[config.mk]
export PLATFORM = sky130hd
export DESIGN_NAME = mwc_ctrl
export DESIGN_NICKNAME = d
export VERILOG_FILES = /design/src/rtl/mwc_pkg.sv /design/src/rtl/mwc_ctrl.sv
export VERILOG_INCLUDE_DIRS = /design/src /design/src/rtl
export SDC_FILE = /design/constraint.sdc
export NUM_CORES = 1
export LEC_CHECK = 0
export ABC_AREA = 1
export BUFFER_PORTS_ARGS = -buffer_cell sky130_fd_sc_hd__buf_2
export CELL_PAD_IN_SITES_DETAIL_PLACEMENT = 1
export CELL_PAD_IN_SITES_GLOBAL_PLACEMENT = 1
export CORE_AREA = 2 2 72 74
export CTS_CLUSTER_DIAMETER = 100
export DETAILED_ROUTE_END_ITERATION = 10
export DIE_AREA = 0 0 74 76
export GPL_ROUTABILITY_DRIVEN = 1
export GPL_TIMING_DRIVEN = 0
export PLACE_DENSITY_LB_ADDON = 0.1
export SLEW_MARGIN = 15
export SYNTH_ARGS = -nofsm -noshare
export SYNTH_HDL_FRONTEND = slang
export SYNTH_SLANG_ARGS = --single-unit
[constraint.sdc]
create_clock -name clk_i -period 4.7 [get_ports clk_i]
set_input_delay 0.235 -clock clk_i [delete_from_list [all_inputs] [get_ports clk_i]]
set_output_delay 0.235 -clock clk_i [all_outputs]
set_load 0.03 [all_outputs]
[src/rtl/max_weight_monotone_chain_core_macros.svh]
// ----------------------------------------------------------------------------
// max_weight_monotone_chain_core_macros
// assertion helpers shared by the chain core modules
// ----------------------------------------------------------------------------
`ifndef MAX_WEIGHT_MONOTONE_CHAIN_CORE_MACROS_SVH
`define MAX_WEIGHT_MONOTONE_CHAIN_CORE_MACROS_SVH

// property checked on every rising clock edge outside reset
`define MWC_ASSERT(name, prop, msg) \
  name: assert property (@(posedge clk_i) disable iff (!rst_ni) (prop)) \
    else $error(msg);

// consequent checked in the cycle after the antecedent
`define MWC_ASSERT_NEXT(name, ante, cons, msg) \
  name: assert property (@(posedge clk_i) disable iff (!rst_ni) (ante) |=> (cons)) \
    else $error(msg);

`endif

[src/rtl/mwc_pkg.sv]
// ----------------------------------------------------------------------------
// mwc_pkg
// types and constants of the maximum weight monotone chain core
// ----------------------------------------------------------------------------
`default_nettype none

package mwc_pkg;

  localparam int RowW = 16;
  localparam int ColW = 10;
  localparam int WgtW = 16;
  localparam int PosW = 10;
  localparam int TotW = 26;
  localparam int LenW = 11;

  typedef enum logic [1:0] {
    OP_LOAD = 2'd0,
    OP_RUN  = 2'd1,
    OP_READ = 2'd2,
    OP_NONE = 2'd3
  } op_e;

  typedef enum logic [1:0] {
    STS_OK      = 2'd0,
    STS_FULL    = 2'd1,
    STS_NOT_RUN = 2'd2,
    STS_BEYOND  = 2'd3
  } status_e;

  typedef enum logic [1:0] {
    PT_SEL_I   = 2'd0,
    PT_SEL_J   = 2'd1,
    PT_SEL_ORD = 2'd2
  } pt_sel_e;

  typedef enum logic {
    ORD_SEL_I     = 1'b0,
    ORD_SEL_CHAIN = 1'b1
  } ord_sel_e;

  typedef struct packed {
    op_e              op;
    logic [RowW-1:0]  row;
    logic [ColW-1:0]  column;
    logic [WgtW-1:0]  weight;
    logic [PosW-1:0]  position;
  } in_t;

  typedef struct packed {
    status_e          status;
    logic [TotW-1:0]  total_score;
    logic [LenW-1:0]  chain_length;
    logic [RowW-1:0]  point_row;
    logic [ColW-1:0]  point_column;
  } out_t;

  typedef struct packed {
    logic     load_pt;
    logic     out_load;
    status_e  out_status;
    logic     out_point;
    logic     i_clr;
    logic     i_inc;
    logic     j_clr;
    logic     j_inc;
    logic     key_latch;
    logic     rank_cmp;
    logic     pt_re;
    pt_sel_e  pt_sel;
    logic     ord_re;
    ord_sel_e ord_sel;
    logic     ord_we;
    logic     tbl_re;
    logic     tbl_clr_we;
    logic     col_clr;
    logic     col_inc;
    logic     sweep_init;
    logic     sweep_fin;
    logic     sweep_cmp;
    logic     pt_latch;
    logic     upd_we;
    logic     fin_latch;
    logic     pred_re;
    logic     walk_from_pred;
    logic     len_inc;
    logic     walk_reset;
    logic     chain_we;
    logic     chain_re;
    logic     ready_set;
  } cmd_t;

  typedef struct packed {
    logic full;
    logic cnt_zero;
    logic i_last;
    logic j_last;
    logic col_last;
    logic col_at_last;
    logic walk_valid;
    logic len_zero;
    logic ready;
    logic pos_beyond;
    logic out_free;
  } stat_t;

endpackage

`default_nettype wire

[src/rtl/mwc_ctrl.sv]
// ----------------------------------------------------------------------------
// mwc_ctrl
// sequencer for load, run (sort, table sweep, backtrack), chain reads and unused ops
// ----------------------------------------------------------------------------
`default_nettype none

`include "max_weight_monotone_chain_core_macros.svh"

module mwc_ctrl (
  input  logic             clk_i,
  input  logic             rst_ni,
  input  logic             in_valid_i,
  input  mwc_pkg::op_e     op_i,
  output logic             in_stall_o,
  input  mwc_pkg::stat_t   st_i,
  output mwc_pkg::cmd_t    cmd_o
);
  import mwc_pkg::*;

  typedef enum logic [22:0] {
    S_IDLE     = 23'h000001,
    S_RK_A     = 23'h000002,
    S_RK_B     = 23'h000004,
    S_CMP_A    = 23'h000008,
    S_CMP_B    = 23'h000010,
    S_ORD_W    = 23'h000020,
    S_CLR      = 23'h000040,
    S_PT_A     = 23'h000080,
    S_PT_B     = 23'h000100,
    S_PT_C     = 23'h000200,
    S_BS_A     = 23'h000400,
    S_BS_B     = 23'h000800,
    S_UPD      = 23'h001000,
    S_FIN_INIT = 23'h002000,
    S_FIN      = 23'h004000,
    S_CNT_A    = 23'h008000,
    S_CNT_B    = 23'h010000,
    S_CH_A     = 23'h020000,
    S_CH_B     = 23'h040000,
    S_RUN_OUT  = 23'h080000,
    S_RD_A     = 23'h100000,
    S_RD_B     = 23'h200000,
    S_RD_C     = 23'h400000
  } state_e;

  state_e state_q, state_d;
  logic   fin_q, fin_d;
  logic   accept;

  assign in_stall_o = !((state_q == S_IDLE) && st_i.out_free);
  assign accept     = in_valid_i && !in_stall_o;

  always_comb begin
    cmd_o   = '0;
    state_d = state_q;
    fin_d   = fin_q;
    unique case (state_q)
      S_IDLE: begin
        if (accept) begin
          unique case (op_i)
            OP_LOAD: begin
              cmd_o.load_pt    = !st_i.full;
              cmd_o.out_load   = 1'b1;
              cmd_o.out_status = st_i.full ? STS_FULL : STS_OK;
            end
            OP_RUN: begin
              cmd_o.i_clr   = 1'b1;
              cmd_o.col_clr = 1'b1;
              state_d       = st_i.cnt_zero ? S_CLR : S_RK_A;
            end
            OP_READ: begin
              if (!st_i.ready) begin
                cmd_o.out_load   = 1'b1;
                cmd_o.out_status = STS_NOT_RUN;
              end else if (st_i.pos_beyond) begin
                cmd_o.out_load   = 1'b1;
                cmd_o.out_status = STS_BEYOND;
              end else begin
                cmd_o.chain_re = 1'b1;
                state_d        = S_RD_A;
              end
            end
            OP_NONE: begin
              cmd_o.out_load = 1'b1;
            end
          endcase
        end
      end
      // stable rank of point i: count keys strictly before it
      S_RK_A: begin
        cmd_o.pt_re  = 1'b1;
        cmd_o.pt_sel = PT_SEL_I;
        state_d      = S_RK_B;
      end
      S_RK_B: begin
        cmd_o.key_latch = 1'b1;
        cmd_o.j_clr     = 1'b1;
        state_d         = S_CMP_A;
      end
      S_CMP_A: begin
        cmd_o.pt_re  = 1'b1;
        cmd_o.pt_sel = PT_SEL_J;
        state_d      = S_CMP_B;
      end
      S_CMP_B: begin
        cmd_o.rank_cmp = 1'b1;
        cmd_o.j_inc    = 1'b1;
        state_d        = st_i.j_last ? S_ORD_W : S_CMP_A;
      end
      S_ORD_W: begin
        cmd_o.ord_we = 1'b1;
        cmd_o.i_inc  = 1'b1;
        state_d      = st_i.i_last ? S_CLR : S_RK_A;
      end
      S_CLR: begin
        cmd_o.tbl_clr_we = 1'b1;
        cmd_o.col_inc    = 1'b1;
        if (st_i.col_last) begin
          cmd_o.i_clr = 1'b1;
          state_d     = st_i.cnt_zero ? S_FIN_INIT : S_PT_A;
        end
      end
      S_PT_A: begin
        cmd_o.ord_re  = 1'b1;
        cmd_o.ord_sel = ORD_SEL_I;
        state_d       = S_PT_B;
      end
      S_PT_B: begin
        cmd_o.pt_re  = 1'b1;
        cmd_o.pt_sel = PT_SEL_ORD;
        state_d      = S_PT_C;
      end
      S_PT_C: begin
        cmd_o.pt_latch   = 1'b1;
        cmd_o.sweep_init = 1'b1;
        fin_d            = 1'b0;
        state_d          = S_BS_A;
      end
      S_BS_A: begin
        cmd_o.tbl_re = 1'b1;
        state_d      = S_BS_B;
      end
      S_BS_B: begin
        cmd_o.sweep_cmp = 1'b1;
        if (st_i.col_at_last) begin
          state_d = fin_q ? S_FIN : S_UPD;
        end else begin
          cmd_o.col_inc = 1'b1;
          state_d       = S_BS_A;
        end
      end
      S_UPD: begin
        cmd_o.upd_we = 1'b1;
        cmd_o.i_inc  = 1'b1;
        state_d      = st_i.i_last ? S_FIN_INIT : S_PT_A;
      end
      S_FIN_INIT: begin
        cmd_o.sweep_init = 1'b1;
        cmd_o.sweep_fin  = 1'b1;
        fin_d            = 1'b1;
        state_d          = S_BS_A;
      end
      S_FIN: begin
        cmd_o.fin_latch = 1'b1;
        state_d         = S_CNT_A;
      end
      S_CNT_A: begin
        if (st_i.walk_valid) begin
          cmd_o.pred_re = 1'b1;
          cmd_o.len_inc = 1'b1;
          state_d       = S_CNT_B;
        end else begin
          cmd_o.walk_reset = 1'b1;
          state_d          = S_CH_A;
        end
      end
      S_CNT_B: begin
        cmd_o.walk_from_pred = 1'b1;
        state_d              = S_CNT_A;
      end
      // second walk fills the chain list from its tail
      S_CH_A: begin
        if (!st_i.len_zero && st_i.walk_valid) begin
          cmd_o.chain_we = 1'b1;
          cmd_o.pred_re  = 1'b1;
          state_d        = S_CH_B;
        end else begin
          state_d = S_RUN_OUT;
        end
      end
      S_CH_B: begin
        cmd_o.walk_from_pred = 1'b1;
        state_d              = S_CH_A;
      end
      S_RUN_OUT: begin
        if (st_i.out_free) begin
          cmd_o.out_load  = 1'b1;
          cmd_o.ready_set = 1'b1;
          state_d         = S_IDLE;
        end
      end
      S_RD_A: begin
        cmd_o.ord_re  = 1'b1;
        cmd_o.ord_sel = ORD_SEL_CHAIN;
        state_d       = S_RD_B;
      end
      S_RD_B: begin
        cmd_o.pt_re  = 1'b1;
        cmd_o.pt_sel = PT_SEL_ORD;
        state_d      = S_RD_C;
      end
      S_RD_C: begin
        if (st_i.out_free) begin
          cmd_o.out_load  = 1'b1;
          cmd_o.out_point = 1'b1;
          state_d         = S_IDLE;
        end
      end
      default: begin
        state_d = S_IDLE;
      end
    endcase
  end

  always_ff @(posedge clk_i or negedge rst_ni) begin
    if (!rst_ni) begin
      state_q <= S_IDLE;
      fin_q   <= 1'b0;
    end else begin
      state_q <= state_d;
      fin_q   <= fin_d;
    end
  end

  `MWC_ASSERT(a_out_free, cmd_o.out_load |-> st_i.out_free, "result loaded over a held transfer")
  `MWC_ASSERT(a_upd_mode, cmd_o.upd_we |-> !fin_q, "table update during final sweep")
  `MWC_ASSERT_NEXT(a_run_start, accept && op_i == OP_RUN, state_q != S_IDLE, "run did not start")

endmodule

`default_nettype wire

-- Word-level counts from Yosys, hierarchy flattened
Index checks and enable logic that the tools add are counted.
- register bits after elaboration: 24
- input bits: 16
- output and inout bits: 35
- logic and storage cells: 113
- eq/ne operators: 32
- muxes and demuxes: 63
- reductions and logical operators: 16
- operator list (kind ; count):
    $pmux W23 S20 ; 1
    $mux W23 ; 5
    $pmux W23 S2 ; 1
    $mux W1 ; 33
    $mux W15 ; 2
    $mux W14 ; 2
    $eq A23 B1 Y1 const B ; 1
    $eq A23 B10 Y1 const B ; 1
    $eq A23 B11 Y1 const B ; 1
    $eq A23 B12 Y1 const B ; 1
    $eq A23 B13 Y1 const B ; 1
    $eq A23 B14 Y1 const B ; 1
    $eq A23 B15 Y1 const B ; 1
    $eq A23 B16 Y1 const B ; 1
    $eq A23 B17 Y1 const B ; 1
    $eq A23 B18 Y1 const B ; 1
    $eq A23 B19 Y1 const B ; 1
    $eq A23 B2 Y1 const B ; 1
    $eq A23 B20 Y1 const B ; 1
    $eq A23 B21 Y1 const B ; 1
    $eq A23 B22 Y1 const B ; 1
    $eq A23 B23 Y1 const B ; 1
    $eq A23 B3 Y1 const B ; 1
    $eq A23 B4 Y1 const B ; 1
    27 further kinds ; 49

-- Logic depth before layout (Yosys ltp)
Gate-level depths: netlist of run 1.
- depth after elaboration: 5
- mapped depth: 14
- mapped depth without buffers: 13

-- Worst setup path before layout of run 1
OpenSTA, ideal clock, no wires.
- path kind: reg2out
- start: register state_q[8]
- end: output port cmd_o[30] (netlist name)
- arrival: 2148 ps
- data required time: 4465 ps
- setup slack: 2317 ps
- stages on the path, launching flop included: 8
- path buffers: 0
- cells stage by stage: dfrtp_1 nor2_2 nand2_2 nor2_8 nand2_4 nor2_8 nand3_4 o41ai_1
- RTL lines (element ; RTL line ; source):
    from (decl) ; mwc_ctrl.sv:46 ; state_e state_q, state_d;
    from (signal assigned) ; mwc_ctrl.sv:230 ; state_q <= state_d;
    to (decl) ; mwc_ctrl.sv:16 ; output mwc_pkg::cmd_t cmd_o

==> impl_results.md, run 1 <==
- Num rows: 26
- Worst clock skew: approximately 0.009 ns
- Top cell type by total area after synthesis: dfrtp_1
- R2r endpoint: state_q[13]
- Worst Setup End Kind: output pin
- Routed vias: ~1.9k
- Seq/Total Area, Yosys: about a third
- R2R Setup Slk: 2.76 ns
- IO Port Bufs: 50
- Flops & latches, synth: 24
- Hold WC Path Type: primary input to register
- Routed WL: approximately 5000 um
- Later-pin clock latency in the skew report: roughly 0.27 ns
- Worst-Margin Slew: 0.582 ns
- Initial antenna violation count: 0
- CTS tree: done
- Min cycle time layout: around 2.4 ns
- Clock root buffer master: clkbuf_8
- Power Density: roughly 470 mW/mm2
- I/O Pins: 51
- Unique masters post-synth: 25
- Unrepaired setup endpoints after global routing: no
- Clk pwr share: between 10% and 20%
- Worst Path Buf+Inv: 2
- Peak VDD IR: between 0.3 and 0.4 mV
- Global-route wire length before repair: about 8600 um
- Vias in the first global route: between 1.5k and 2k
- Combinational Power Share: between 60% and 70%
- DRT iter0 DRCs: between 40 and 50
- Post-Syn Instances: 282
- Worst reg2reg path depth: 13
- Startpoint type of the worst setup path: register
- Largest net degree at the start of global routing: 25
- Layout net count: approximately 360
- CTS H-tree depth: 1
- Pint: between 500 and 600 uW
- Die width: between 70 and 80 um
- Slew Viols, Final: 0
- Starting density of the core: approximately 37%
- Clock transition at path regs: 0.09 ns
- Max clock buf depth: 2
- Post-DP HPWL: between 4000 and 5000 um
- RePlAce Congestion: about 0.82
- Worst path top cell family by delay: simple AND/OR/NAND/NOR gates
- Setup TNS: 0 ns
- Dpl cells: 402
- Tcrit/Tclk final: 50.6%
- Max-cap violations: 0
- Tot GR Track Use: about a fifth
- Final cell count without fillers: 407
- Fmax: 420 MHz
- Die height: around 76 um
- Final setup margin: roughly 2.3 ns
- Leakage: approximately 1.4 nW
- Synthesized area: about 0.0018 mm2
- CP dominant cell by count: nand2_1
- Hold path depth: 2
- Core region area: between 0.004 and 0.005 mm2
- Slew margin rel.: between 60% and 70%
- Crit path max-delay cell type: dfrtp_1
- Dominant cells by area after synthesis: dfrtp_1, nor2_1, inv_1
- Worst path cell trace: nor2_1 -> nand2_1 -> inv_1 -> nand2_1 -> nor2_1 -> nand2_1 -> or2_2 -> nand2_1 -> buf_2
- Drc violations: 0
- Hold EP: state_q[3]
- Critical path arrival: 2.14 ns
- Synthesized area per cell: roughly 6.5 um2
- CP max FO: 3
- Hold path start: st_i[7]
- Core Util, Final: 45.3%
- Layout area overhead: 22.1%
- Via/cell ratio: approximately 4.5
- Final Total Pwr: 1.05 mW
- Layout cells sized above 1: 24.9%
- Seq pwr share: roughly a quarter
- Yosys top cell area share: 31.6%
- Post-CTS sizing: 0
- Die footprint: 0.00562 mm2
- CP peak stage delay: about 0.40 ns
- First-pass DRT Iterations: 4
- Clock Sinks: 24
- Syn. warnings: 0
- Sw Share: roughly half
- Inserted Clock Buffers: 3
- Outcome: completed
- Sw power: between 500 and 600 uW
- Syn nets: about 300
- Setup slack at placement: approximately 2.6 ns
- Ant. Diodes: 0
- Setup repair bufs after CTS: 0
- Grt ovf: 0
- Routed Antenna Nets: 0
- WS Path Type: register to output pin
- R2r startpoint: state_q[5]
- Hold Buf Count CTS: 1
- Worst EP required: approximately 4.5 ns
- Avg WL per Cell: between 10 and 15 um
- Final setup violating endpoints: 0
- Final Hold Fails: 0
==> area by class of cell <==
| type | instances | area (um2) |
|---|---|---|
| plain buffers | 4 | 30.0 |
| clock buffers | 4 | 55.1 |
| fillers | 674 | 2690 |
| inverters | 58 | 218 |
| multi-input cells | 196 | 975 |
| flip-flops and latches | 24 | 602 |
| well taps | 70 | 87.6 |
| repair buffers | 51 | 260 |
==> sequential cells by signal, summed over array words and instances, names as in the netlist <==
name and count:
state_q 23, fin_q 1
==> cell usage after synthesis <==
library cell   n
o21ai_0        8
nand4_1        2
nor2_1        62
ha_1           3
nand2_1       57
and2_1         1
dfstp_2        1
nand3_4        1
nor2_2         6
a21oi_1        3
nor3_1         6
nor4_1         2
or2_2          1
nor2_8         3
inv_1         57
nand2_2        9
nand3_2        1
nand3_1       20
o41ai_1        1
inv_2          1
buf_4          4
dfrtp_1       23
nor2_4         2
nand2_4        1
o22ai_1        7
==> cell usage in the layout (no fill, tap or decap), drive strengths merged <==
master / instances
dfrtp: 23
a21oi: 3
buf: 54
nand2: 67
inv: 58
dlygate4sd3: 1
o22ai: 7
nor4: 2
nand4: 2
o41ai: 1
dfstp: 1
ha: 3
clkbuf: 4
and2: 1
or2: 1
o21ai: 8
nand3: 22
nor3: 6
nor2: 73
==> routing by layer <==
layer / GRT usage (%) / part of all wire [%] / up-vias
li1: - / - / 971
met1: 25.3 / 46 / 842
met2: 33.6 / 50 / 33
met3: 2.65 / 3.4 / 4
met4: 3.45 / 0.68 / 0
met5: 0 / 0 / -
==> worst max-delay path by stage <==
stage	from	end	slack, ns	cells after the start
finish	state_q[5]	cmd_o[13]	2.32	9
global route	state_q[5]	cmd_o[13]	2.10	9
CTS	state_q[5]	cmd_o[13]	2.29	9
detailed placement	state_q[5]	cmd_o[13]	2.61	9
global placement	state_q[5]	cmd_o[13]	2.62	9
floorplan	state_q[8]	cmd_o[30]	2.32	7
==> logic make-up (layout without fill, tap and decap cells) <==
family,count (synthesis),after routing,share of synthesized area [%]
buf+inv,62,117,13.6
flops,24,24,33.0
compound gates,19,19,5.90
simple gates,174,174,45.5
fa+ha+maj,3,3,2.06
==> power groups by stage <==
stage                     logic, mW  clock network, mW  registers [mW]
final                         0.644              0.149           0.255
after global routing          0.724              0.161           0.257
after CTS                     0.661              0.149           0.254
after detailed placement      0.659                  0           0.258
after global placement        0.645                  0           0.258
after floorplan               0.513                  0           0.253
==> through the flow <==
| stage | area, um2 | hold slack [ns] |
|---|---|---|
| final | 2230 | 0.166 |
| after global routing | 2230 | 0.173 |
| after CTS | 2230 | 0.165 |
| after detailed placement | 2160 | 0.275 |
| after global placement | 2160 | 0.270 |
| after floorplan | 1820 | -0.0606 |
Power figures use the tool's default switching activity.
==> inputs of run 2 (changes only) <==
- ABC_AREA: 1 -> 0
- CORE_AREA: 2 2 72 74 -> 2 2 76 78
- DIE_AREA: 0 0 74 76 -> 0 0 78 80
- clock period: 4.7 -> 1.97 ns (I/O delays scaled with it)
==> run 2 against run 1 <==
  * The run now ends with negative setup slack left
  * Cell area up 51%
  * Cell count down 2.7%
  * Clock power up 130%
  * First-iteration DRC count up 120%
  * Via count up 17%
  * Synthesized cell count down 28%
  * Sequential power up 140%
  * Worst hold slack worse by 0.11 ns
  * Power rose to 2.7 times the previous value
  * Largest power group unchanged
==> impl_results.md, run 2 <==
- Main synth FF type: dfrtp_1
- WP depth: 6
- Unique masters post-synth: 59
- Unrepaired setup endpoints after global routing: yes
- Routed Antenna Nets: 0
- Failing checks: negative setup slack
- Vias in the first global route: between 2k and 2.5k
- Routed vias: 2172
- Initial antenna violation count: 0
- Hold WC Path Type: primary input to register
- Final Hold Fails: 0
- Clock transition at path regs: about 0.080 ns
- Yosys top cell area share: between 30% and 40%
- Worst Setup End Kind: output pin
- Worst reg2reg path depth: 8
- Commonest non-fill, non-tap cells in the layout: buf_4, buf_6, buf_2
- IO Port Bufs: 50
- Power Density: ~850 mW/mm2
- Peak VDD IR: between 0.6 and 0.7 mV
- Critical path arrival: between 2 and 2.5 ns
- Worst-Margin Slew: about 0.60 ns
- Fmax: 390 MHz
- Core Util, Final: between 60% and 70%
- Async SR Flop Fraction: 100%
- Clock root buffer master: clkbuf_8
- Final setup violating endpoints: 48
- Hold path depth: 2
- Worst clock skew: 0.0108 ns
- Slew Viols, Final: 0
- Layout cells sized above 1: 66.4%
- Top cell type by total area after synthesis: dfrtp_1
- Setup slack at placement: -0.528 ns
- Die height: ~80 um
- CTS tree: done
- Min cycle time layout: 2.56 ns
- Max clock buf depth: 2
- Slew margin rel.: approximately three fifths
- Largest register by flop count: state_q
- Ant. Diodes: 0
- WS Path Type: register to output pin
- Largest net degree at the start of global routing: 25
- Leakage: about 1.7 nW
- Post-Syn Instances: around 200
- Inserted Clock Buffers: 3
- Flops & latches, synth: 24
- Clock Sinks: 24
- Routed WL: roughly 7300 um
- Reg area: slightly above 600 um2
- Later-pin clock latency in the skew report: approximately 0.28 ns
- Layout area overhead: 80.1%
- Number of fill cells: 590
- Dominant cells by area after synthesis: dfrtp_1, nor4_4, nor3_1
- Synthesized area: approximately 0.0019 mm2
- RePlAce Congestion: 0.832
- Syn. warnings: 0
- Startpoint type of the worst setup path: register
- Avg WL per Cell: approximately 19 um
- CP max FO: 6
- Die width: ~78 um
- CTS H-tree depth: 1
- First-pass DRT Iterations: 4
- Most common cell in the netlist: dfrtp_1
- Max reg flops: 23
- Die footprint: roughly 0.0062 mm2
- Synthesized area per cell: roughly 9.2 um2
- Worst path cell trace: or4_4 -> nor4_4 -> and4_4 -> nand3_4 -> nor3b_4 -> buf_6
- Biggest regs: state_q: 23 flops, fin_q: 1 flops
- Num rows: 27
- Commonest cells post-synth: dfrtp_1, nor2_1, nor3_1, inv_1, nand2_1
- Crit path max-delay cell type: or4_4
- Post-DP HPWL: between 4000 and 5000 um
- Global-route wire length before repair: approximately 11000 um
- Via/cell ratio: 5.48
- Tcrit/Tclk final: 130%
- Grt ovf: 0
- Tot GR Track Use: between 20% and 30%
- DRT iter0 DRCs: roughly 110
- Core region area: roughly 0.0054 mm2
- Max-cap violations: 0
- Most common cell after layout, fill and taps aside: buf_4
- Worst EP required: around 1.9 ns
- Drc violations: 0
- Syn nets: between 200 and 250
- CP peak stage delay: 0.58 ns
- Outcome: finished, violations left
- I/O Pins: between 50 and 60
- Worst Path Buf+Inv: 1
- Multi-input logic area: 0.00148 mm2
- Seq/Total Area, Yosys: between 30% and 40%
- Final Total Pwr: about 2.8 mW
- Worst path top cell family by delay: simple AND/OR/NAND/NOR gates
- EDFF count, synth: 0
- Final setup margin: -0.593 ns
- Starting density of the core: about a third
- Layout net count: 344
## run 2: changes by cell type in the layout (fill, tap and decap cells not counted), sizes merged, moves of 5 or more
cell / delta
buf: +66
nand2: -57
nor2: -57
inv: -45
nand3: -14
nor4: +10
nor3: +9
nor2b: +8
and4b: +6
nand4: +6
and3: +5
o22ai: -5
or3: +5
## run 2: layer usage
| metal | vias up | share of wire, % | track usage [%] | routed length, um |
|---|---|---|---|---|
| met3 | 16 | 4.2 | 2.94 | 306 |
| met5 | - | 0 | 0 | 0 |
| met1 | 1072 | 44 | 30.3 | 3240 |
| met4 | 0 | 1.3 | 4.74 | 99 |
| met2 | 76 | 50 | 37.8 | 3700 |
| li1 | 1008 | - | - | - |
## run 2: what timing repair did
action                                 4_1_cts  5_1_grt
setup buffers                               42       25
resized for setup                           97       49
hold buffers                                 1        0
setup endpoints to repair                   55       51
pin swaps                                   24       20
endpoints found under the hold margin       23        0
## run 2: final timing paths
check | from | endpoint | slack (ns)
worst max-delay path | state_q[13] | cmd_o[33] | -0.59
worst min register to register | fin_q | state_q[12] | 0.47
max in group asynchronous | rst_ni | state_q[5] | 1.18
worst min-delay path | st_i[7] | state_q[5] | 0.05
min in group asynchronous | rst_ni | state_q[15] | 0.35
worst max register to register | state_q[13] | state_q[6] | -0.44
## run 2: logic make-up (layout without fill, tap and decap cells)
family	Yosys count	after routing	synth area share [%]
xor+xnor	7	7	3.29
buf+inv	18	139	4.70
fa+ha+maj	3	3	2.01
flops	24	24	32.3
compound gates	26	26	10.8
simple gates	125	125	46.9
## run 2: worst register-to-register path, delay by kind of cell (launching register included)
kind | cells | cell delay, ns
buffers and inverters | 2 | 0.30
flip-flops | 1 | 0.43
AND/OR/NAND/NOR | 4 | 1.27
AO/OA/AOI/OAI | 2 | 0.29
## run 2: cell type report
type / count / area share [%]
sequential: 24 / 18.5
tap: 72 / 2.69
buffer: 5 / 1.38
timing repair buffer: 117 / 29.9
inverter: 13 / 1.60
multi-input combinational: 161 / 44.2
clock buffer: 4 / 1.64
## run 2: stage by stage
step / setup TNS, ns / cells / hold slack [ns] / cell area (um2)
floorplan: -2.35 / 203 / -0.197 / 1990
global placement: -15.05 / 325 / 0.137 / 2330
detailed placement: -14.87 / 325 / 0.141 / 2330
CTS: -14.66 / 372 / 0.0383 / 3020
global route: -19.52 / 396 / 0.0529 / 3350
finish: -16.08 / 396 / 0.0516 / 3350
## run 2: power breakdown
| group | internal [mW] | leakage, nW | switching, mW |
|---|---|---|---|
| combinational | 0.974 | 1.33 | 0.903 |
| sequential | 0.545 | 0.304 | 0.0699 |
| clock | 0.179 | 0.0288 | 0.170 |
